**config.mk**
```make
export PLATFORM = sky130hd
export DESIGN_NAME = frame_fragment_reassembler
export DESIGN_NICKNAME = d
export VERILOG_FILES = /design/src/fra_pkg.sv /design/src/frame_fragment_reassembler.sv /design/src/fra_front.sv /design/src/fra_queue.sv /design/src/fra_back.sv
export SDC_FILE = /design/constraint.sdc
export NUM_CORES = 2
export LEC_CHECK = 0
export BUFFER_PORTS_ARGS = -buffer_cell sky130_fd_sc_hd__buf_2
export CORE_MARGIN = 1.5
export CORE_UTILIZATION = 60
export DETAILED_ROUTE_END_ITERATION = 16
export GPL_TIMING_DRIVEN = 0
export PLACE_DENSITY = 0.8
export SLEW_MARGIN = 20
export SYNTH_ARGS = -nofsm -noshare
export SYNTH_HDL_FRONTEND = slang
export SYNTH_HIERARCHICAL = 1
export SYNTH_SLANG_ARGS = --single-unit
```
**constraint.sdc**
```tcl
create_clock -name clk -period 11.8 [get_ports clk]
set_input_delay 1.77 -clock clk [delete_from_list [all_inputs] [get_ports clk]]
set_output_delay 1.77 -clock clk [all_outputs]
set_load 0.02 [all_outputs]
```
**src/fra_pkg.sv**
```systemverilog
// Shared types, constants and status codes of the frame fragment reassembler.
package fra_pkg;

  localparam int unsigned MAX_FRAGMENTS_DEF = 256;
  localparam int unsigned QUEUE_DEPTH       = 2;
  localparam logic [31:0] MAX_FRAME_RESET   = 32'd4194304;
  localparam logic [16:0] HEADER_BYTES      = 17'd40;
  localparam logic [7:0]  MAGIC_A           = 8'h50;
  localparam logic [7:0]  MAGIC_B           = 8'h58;

  localparam int unsigned IN_DATA_W   = 184;
  localparam int unsigned OUT_DATA_W  = 112;
  localparam int unsigned OUT_USER_W  = 6;

  typedef enum logic [2:0] {
    ST_OK        = 3'd0,
    ST_SHORT     = 3'd1,
    ST_MAGIC     = 3'd2,
    ST_BAD_SIZE  = 3'd3,
    ST_TRUNC     = 3'd4,
    ST_PAST_END  = 3'd5,
    ST_TOO_MANY  = 3'd6
  } fra_status_t;

  typedef struct packed {
    fra_status_t status;
    logic [31:0] frame_number;
    logic [31:0] frame_total_bytes;
    logic [31:0] fragment_offset;
    logic [15:0] fragment_length;
    logic [15:0] fragment_index;
    logic [15:0] fragment_total;
  } fra_item_t;

  typedef struct packed {
    fra_status_t status;
    logic [31:0] write_offset;
    logic [15:0] write_length;
    logic        frame_started;
    logic        partial_dropped;
    logic        duplicate_fragment;
    logic        frame_complete;
    logic [31:0] complete_size;
    logic [31:0] drop_count;
  } fra_result_t;

endpackage

```
**src/frame_fragment_reassembler.sv**
```systemverilog
// Top level of the frame fragment reassembler.
//
// The block takes one parsed fragment header per beat and returns one result beat for it.
// It accepts a beat every clock cycle while results drain. An accepted header is written
// into the queue, and when it is popped its result is written into the output register,
// which presents the result beat. A front part checks the header combinationally and
// places it in a two-entry queue, and a back part performs the bitmap read, update and
// completion test of one fragment per cycle while the output register can take a result.
// While m_tready stays low the output register and both queue entries fill, and s_tready
// drops once the queue holds two headers. The bitmap is cleared in the same cycle a new
// frame starts, so no clearing pass is needed after reset. The user must write
// max_frame_bytes only while the block is idle; the block itself does not enforce this.
module frame_fragment_reassembler #(
  parameter int unsigned MAX_FRAGMENTS = fra_pkg::MAX_FRAGMENTS_DEF
) (
  input  logic                           clk,
  input  logic                           rst,
  input  logic                           cfg_wr_en,
  input  logic [31:0]                    cfg_wr_data,
  input  logic                           s_tvalid,
  output logic                           s_tready,
  // captured_length, magic_first, magic_second, frame_number, frame_total_bytes,
  // fragment_offset, fragment_length, fragment_index, fragment_total, zero fill
  input  logic [fra_pkg::IN_DATA_W-1:0]  s_tdata,
  output logic                           m_tvalid,
  input  logic                           m_tready,
  // write_offset, write_length, complete_size, drop_count
  output logic [fra_pkg::OUT_DATA_W-1:0] m_tdata,
  // status, frame_started, partial_dropped, duplicate_fragment
  output logic [fra_pkg::OUT_USER_W-1:0] m_tuser,
  // frame_complete
  output logic                           m_tlast
);
  import fra_pkg::*;

  logic        push;
  logic        queue_full;
  logic        pop;
  logic        head_valid;
  fra_item_t   push_item;
  fra_item_t   head_item;
  fra_result_t out_result;

  fra_front #(
    .MAX_FRAGMENTS(MAX_FRAGMENTS)
  ) u_front (
    .clk         (clk),
    .rst         (rst),
    .cfg_wr_en   (cfg_wr_en),
    .cfg_wr_data (cfg_wr_data),
    .s_tvalid    (s_tvalid),
    .s_tready    (s_tready),
    .s_tdata     (s_tdata),
    .queue_full  (queue_full),
    .push        (push),
    .item        (push_item)
  );

  fra_queue u_queue (
    .clk        (clk),
    .rst        (rst),
    .push       (push),
    .push_item  (push_item),
    .full       (queue_full),
    .pop        (pop),
    .head_valid (head_valid),
    .head_item  (head_item)
  );

  fra_back #(
    .MAX_FRAGMENTS(MAX_FRAGMENTS)
  ) u_back (
    .clk        (clk),
    .rst        (rst),
    .head_valid (head_valid),
    .head_item  (head_item),
    .pop        (pop),
    .out_valid  (m_tvalid),
    .out_ready  (m_tready),
    .out_result (out_result)
  );

  assign m_tdata = {out_result.drop_count, out_result.complete_size,
                    out_result.write_length, out_result.write_offset};
  assign m_tuser = {out_result.duplicate_fragment, out_result.partial_dropped,
                    out_result.frame_started, out_result.status};
  assign m_tlast = out_result.frame_complete;

  a_complete_is_ok: assert property (@(posedge clk) disable iff (rst)
    m_tvalid && m_tlast |-> out_result.status == ST_OK)
    else $error("Completion reported on a rejected fragment.");

  a_drop_needs_start: assert property (@(posedge clk) disable iff (rst)
    m_tvalid && out_result.partial_dropped |-> out_result.frame_started)
    else $error("Partial frame dropped without a new frame starting.");

  a_dup_not_start: assert property (@(posedge clk) disable iff (rst)
    m_tvalid && out_result.duplicate_fragment |-> !out_result.frame_started)
    else $error("Duplicate reported on the first fragment of a frame.");

  a_pop_has_room: assert property (@(posedge clk) disable iff (rst)
    pop |-> head_valid && (!m_tvalid || m_tready))
    else $error("Queue popped while the result register was occupied.");

endmodule

```
**src/fra_front.sv**
```systemverilog
// Front part: takes header beats, applies the header checks and classifies them.
module fra_front #(
  parameter int unsigned MAX_FRAGMENTS = fra_pkg::MAX_FRAGMENTS_DEF
) (
  input  logic                            clk,
  input  logic                            rst,
  input  logic                            cfg_wr_en,
  input  logic [31:0]                     cfg_wr_data,
  input  logic                            s_tvalid,
  output logic                            s_tready,
  input  logic [fra_pkg::IN_DATA_W-1:0]   s_tdata,
  input  logic                            queue_full,
  output logic                            push,
  output fra_pkg::fra_item_t              item
);
  import fra_pkg::*;

  localparam logic [16:0] MAX_W = 17'(MAX_FRAGMENTS);

  logic [31:0] max_frame_bytes;
  logic [16:0] captured_length;
  logic [7:0]  magic_first;
  logic [7:0]  magic_second;
  logic [31:0] frame_number;
  logic [31:0] frame_total_bytes;
  logic [31:0] fragment_offset;
  logic [15:0] fragment_length;
  logic [15:0] fragment_index;
  logic [15:0] fragment_total;
  logic        bad_size;
  logic        trunc;
  logic        past_end;
  fra_status_t status;

  always_ff @(posedge clk) begin
    if (rst) begin
      max_frame_bytes <= MAX_FRAME_RESET;
    end else if (cfg_wr_en) begin
      max_frame_bytes <= cfg_wr_data;
    end
  end

  assign captured_length   = s_tdata[16:0];
  assign magic_first       = s_tdata[24:17];
  assign magic_second      = s_tdata[32:25];
  assign frame_number      = s_tdata[64:33];
  assign frame_total_bytes = s_tdata[96:65];
  assign fragment_offset   = s_tdata[128:97];
  assign fragment_length   = s_tdata[144:129];
  assign fragment_index    = s_tdata[160:145];
  assign fragment_total    = s_tdata[176:161];

  assign bad_size = (frame_total_bytes == 32'd0) || (frame_total_bytes > max_frame_bytes) ||
                    (fragment_total == 16'd0) || (fragment_index >= fragment_total);
  assign trunc    = (HEADER_BYTES + {1'b0, fragment_length}) > captured_length;
  assign past_end = ({1'b0, fragment_offset} + {17'd0, fragment_length}) >
                    {1'b0, frame_total_bytes};

  always_comb begin
    priority if (captured_length < HEADER_BYTES) begin
      status = ST_SHORT;
    end else if (magic_first != MAGIC_A || magic_second != MAGIC_B) begin
      status = ST_MAGIC;
    end else if (bad_size) begin
      status = ST_BAD_SIZE;
    end else if (trunc) begin
      status = ST_TRUNC;
    end else if (past_end) begin
      status = ST_PAST_END;
    end else if ({1'b0, fragment_total} > MAX_W) begin
      status = ST_TOO_MANY;
    end else begin
      status = ST_OK;
    end
  end

  assign s_tready = !queue_full;
  assign push     = s_tvalid && !queue_full;

  assign item.status            = status;
  assign item.frame_number      = frame_number;
  assign item.frame_total_bytes = frame_total_bytes;
  assign item.fragment_offset   = fragment_offset;
  assign item.fragment_length   = fragment_length;
  assign item.fragment_index    = fragment_index;
  assign item.fragment_total    = fragment_total;

endmodule

```
**src/fra_queue.sv**
```systemverilog
// Two-entry queue of classified headers between the front and back parts.
module fra_queue (
  input  logic               clk,
  input  logic               rst,
  input  logic               push,
  input  fra_pkg::fra_item_t push_item,
  output logic               full,
  input  logic               pop,
  output logic               head_valid,
  output fra_pkg::fra_item_t head_item
);
  import fra_pkg::*;

  localparam int unsigned PTR_W = $clog2(QUEUE_DEPTH);
  localparam int unsigned CNT_W = $clog2(QUEUE_DEPTH + 1);

  fra_item_t          entries [QUEUE_DEPTH];
  logic [PTR_W-1:0]   wr_ptr;
  logic [PTR_W-1:0]   rd_ptr;
  logic [CNT_W-1:0]   count;

  assign full       = (count == CNT_W'(QUEUE_DEPTH));
  assign head_valid = (count != '0);
  assign head_item  = entries[rd_ptr];

  always_ff @(posedge clk) begin
    if (push) begin
      entries[wr_ptr] <= push_item;
    end
  end

  always_ff @(posedge clk) begin
    if (rst) begin
      wr_ptr <= '0;
      rd_ptr <= '0;
      count  <= '0;
    end else begin
      if (push) begin
        wr_ptr <= PTR_W'(wr_ptr + 1'b1);
      end
      if (pop) begin
        rd_ptr <= PTR_W'(rd_ptr + 1'b1);
      end
      unique case ({push, pop})
        2'b10:   count <= CNT_W'(count + 1'b1);
        2'b01:   count <= CNT_W'(count - 1'b1);
        default: count <= count;
      endcase
    end
  end

endmodule

```
**src/fra_back.sv**
```systemverilog
// Back part: frame tracking, fragment bitmap, completion and the result register.
module fra_back #(
  parameter int unsigned MAX_FRAGMENTS = fra_pkg::MAX_FRAGMENTS_DEF
) (
  input  logic                clk,
  input  logic                rst,
  input  logic                head_valid,
  input  fra_pkg::fra_item_t  head_item,
  output logic                pop,
  output logic                out_valid,
  input  logic                out_ready,
  output fra_pkg::fra_result_t out_result
);
  import fra_pkg::*;

  localparam int unsigned IDX_W = (MAX_FRAGMENTS > 1) ? $clog2(MAX_FRAGMENTS) : 1;
  localparam int unsigned CNT_W = $clog2(MAX_FRAGMENTS + 1);
  localparam logic [16:0] MAX_W = 17'(MAX_FRAGMENTS);

  logic                     frame_active;
  logic [31:0]              cur_frame_number;
  logic [31:0]              expected_bytes;
  logic [CNT_W-1:0]         expected_fragments;
  logic [CNT_W-1:0]         fragments_seen;
  logic [MAX_FRAGMENTS-1:0] seen_map;
  logic [31:0]              drop_total;

  logic                     frame_active_next;
  logic [31:0]              expected_bytes_next;
  logic [CNT_W-1:0]         expected_fragments_next;
  logic [CNT_W-1:0]         fragments_seen_next;
  logic [MAX_FRAGMENTS-1:0] seen_map_next;
  logic [31:0]              drop_total_next;

  logic                     accepted;
  logic                     new_frame;
  logic                     pdrop;
  logic                     in_range;
  logic [IDX_W-1:0]         idx;
  logic                     seen_bit;
  logic                     dup;
  logic                     done;
  fra_result_t              result;

  assign pop      = head_valid && (!out_valid || out_ready);
  assign accepted = (head_item.status == ST_OK);
  assign new_frame = !frame_active || (head_item.frame_number != cur_frame_number);
  assign pdrop    = new_frame && frame_active && (fragments_seen < expected_fragments);
  assign in_range = ({1'b0, head_item.fragment_index} < MAX_W);
  assign idx      = head_item.fragment_index[IDX_W-1:0];

  always_comb begin
    seen_map_next = new_frame ? '0 : seen_map;
    seen_bit      = in_range && seen_map_next[idx];
    dup           = seen_bit;
    if (in_range) begin
      seen_map_next[idx] = 1'b1;
    end
    expected_bytes_next     = new_frame ? head_item.frame_total_bytes : expected_bytes;
    expected_fragments_next = new_frame ? CNT_W'(head_item.fragment_total)
                                        : expected_fragments;
    fragments_seen_next     = CNT_W'((new_frame ? '0 : fragments_seen) +
                                     {{(CNT_W-1){1'b0}}, (in_range && !seen_bit)});
    done                    = (fragments_seen_next == expected_fragments_next);
    frame_active_next       = !done;
    drop_total_next         = drop_total + {31'd0, pdrop};
  end

  always_comb begin
    result = '0;
    result.status     = head_item.status;
    result.drop_count = drop_total;
    if (accepted) begin
      result.write_offset       = head_item.fragment_offset;
      result.write_length       = head_item.fragment_length;
      result.frame_started      = new_frame;
      result.partial_dropped    = pdrop;
      result.duplicate_fragment = dup;
      result.frame_complete     = done;
      result.complete_size      = done ? expected_bytes_next : 32'd0;
      result.drop_count         = drop_total_next;
    end
  end

  always_ff @(posedge clk) begin
    if (rst) begin
      frame_active       <= 1'b0;
      cur_frame_number   <= '0;
      expected_bytes     <= '0;
      expected_fragments <= '0;
      fragments_seen     <= '0;
      seen_map           <= '0;
      drop_total         <= '0;
    end else if (pop && accepted) begin
      frame_active       <= frame_active_next;
      cur_frame_number   <= head_item.frame_number;
      expected_bytes     <= expected_bytes_next;
      expected_fragments <= expected_fragments_next;
      fragments_seen     <= fragments_seen_next;
      seen_map           <= seen_map_next;
      drop_total         <= drop_total_next;
    end
  end

  always_ff @(posedge clk) begin
    if (rst) begin
      out_valid <= 1'b0;
    end else if (pop) begin
      out_valid <= 1'b1;
    end else if (out_ready) begin
      out_valid <= 1'b0;
    end
  end

  always_ff @(posedge clk) begin
    if (pop) begin
      out_result <= result;
    end
  end

endmodule
```
==> reports/results.ini <==
[status]
status=complete, no violations

[logic_synthesis]
netlist_instances=3413
syn_area_um2=37740
avgSynthCellArea_um2=11.06
ys_warn_count=6
synthesis.nets=3762

[power_and_ir_drop]
leakagePower_uw=0.01654
irDropWorstVdd_mv=0.1667
fin_total_pwr_uw=7923
p_per_area_nw_per_um2=181.8

[sta]
finalCritPeriodShare_pct=64.52
finalClockSkew_ns=0.02113
setup_viol=0
grt_setup_unrepaired=false
max_slew_margin_pct=23.44
finalSetupTns_ns=0
hold_viol_final=0
fin_ws_ns=4.187
period_needed_ns=7.613
clock.fmax_mhz=131.4
maxSlewViolCount=0
worst_pin_slew_ns=1.139

[clocking]
holdBufCountCts=0
htreeDepth=3
clk_latency_ns=0.64
postCtsSetupBuffers=0
post_cts_resized=0
cts_max_path_buffers=3
cts_tree=yes
cts_root_buf=clkbuf_16
cts.sinks=808
clk_pin_slew_ns=0.06
numCtsBuffers=82

[setup_path]
cp.required_ns=12.11
start_kind=register
crit_top_cell=buf_2
crit_fanout=10
critPathKind=reg -> reg
arrival_ns=7.92
max_stage_delay_ns=0.76
crit_chain=buf_2 -> buf_4 -> mux2_2 -> buf_2 -> buf_2 -> buf_2 -> mux4_2 -> a221oi_1 -> nor3_1 -> o31ai_1 -> o2111ai_1 -> nor2_1 -> ha_1 -> ha_1 -> and3_1 -> buf_4 -> nand3_2 -> or3_1 -> a2111o_1 -> o21a_1 -> buf_6 -> nor4_1
crit_path_end_kind=register
cp_slowest_cell=nor4_1
rr_worst_depth=22

[flow_run]
maxCapViolCount=0

[floorplanning]
rows=91
die_h_um=253.8
initial_core_util_pct=60.93
ios=342
dieArea_um2=64410
fp.dieW_um=253.8
coreArea_um2=61940

[route]
wl_per_cell_um=22.07
drt-pass1-iter-count=7
post-route-drc-count=0
vias=28521
viasPerCell=6.031
routed_wl_mm=104.4
drtAntennaViolNets=0
first_iter_violations=2927

[finish]
area_growth_pct=15.50
drive_above_1_share_pct=23.63
post-route-util_pct=70.37
layout.nets=4162

[worst_hold_path]
holdPathStages=2
worstHoldPathType=reg -> reg

[grt]
grt_max_degree=49
grt_usage_pct=32.08
grt_pass1_wl_mm=156.5
overflow=0
antenna_found_initial=20
grt_pass1_vias=27374

[placement]
dp_hpwl_mm=73.85
numPortBuffers=301
gp_congestion=0.9691
post-place-ws_ns=4.513

-- critical path, delay by kind of cell, from the launching register on --
family	cells	cell delay (ns)
AO/OA/AOI/OAI	5	1.72
multiplexers	2	0.56
buffers and inverters	7	2.28
flip-flops	1	0.33
AND/OR/NAND/NOR	6	1.81
adder cells (fa/ha/maj)	2	0.55
-- layer usage --
| layer | up-vias | GRT usage [%] | wire length [um] | share of wire [%] |
|---|---|---|---|---|
| li1 | 13019 | - | - | - |
| met1 | 13647 | 41.41 | 40600 | 39 |
| met2 | 1550 | 51.68 | 48470 | 46 |
| met3 | 287 | 7.703 | 11050 | 11 |
| met4 | 18 | 13.71 | 4149 | 4.0 |
| met5 | - | 0 | 111 | 0.11 |
-- placed cells by master, fill, tap and decap left out, types with 83 or more instances in the layout --
cell       instances
dfxtp_1          409
edfxtp_1         399
nor2_1           391
buf_2            354
a22oi_1          267
nand2_1          259
buf_4            157
a21oi_1          155
mux2_2           153
clkbuf_1         137
ha_1             127
inv_1            126
xnor2_1           87
clkbuf_16         83
-- state kept, by name, summed over array words and instances (netlist names), named ones only --
name	cells
u_back/cur_frame_number	32
u_back/drop_total	32
u_back/expected_bytes	32
u_back/expected_fragments	9
u_back/fragments_seen	9
u_back/frame_active	1
u_back/out_result	119
u_back/out_valid	1
u_back/seen_map	256
u_front/max_frame_bytes	32
u_queue/count	2
u_queue/entries	280
u_queue/rd_ptr	1
u_queue/wr_ptr	1
-- area by class of cell --
| type | count | area, um^2 |
|---|---|---|
| Inverter | 126 | 473.0 |
| Multi-Input combinational cell | 2134 | 15180 |
| Fill cell | 4482 | 18350 |
| Sequential cell | 808 | 20170 |
| Clock buffer | 101 | 2225 |
| Clock inverter | 51 | 645.6 |
| Timing Repair Buffer | 316 | 1839 |
| Antenna cell | 11 | 27.53 |
| Buffer | 345 | 1977 |
| Tap cell | 837 | 1047 |
-- per-stage QoR --
stage               instances  hold WS (ns)  area (um^2)
floorplan                3413        0.4357        37740
global route             4725        0.4708        43580
detailed placement       4566        0.4456        40670
global placement         4551        0.4409        40290
CTS                      4718        0.4540        43540
finish                   4729        0.4514        43590
-- final timing paths --
path                                   from                        end  slack [ns]
setup / recovery                   register      u_back/out_result[33]        4.19
hold / removal    u_back/expected_bytes[31]  u_back/expected_bytes[31]        0.45
setup reg to reg                   register      u_back/out_result[33]        4.19
hold reg to reg   u_back/expected_bytes[31]  u_back/expected_bytes[31]        0.45
-- power by group --
group	switching (uW)	leakage (uW)	total, uW	internal (uW)
registers	92.8	0.00708	3430	3330
logic	1120	0.00805	1740	622
clock network	1100	0.00141	2750	1650
total	2310	0.0165	7920	5610
Power figures use the tool's default switching activity.
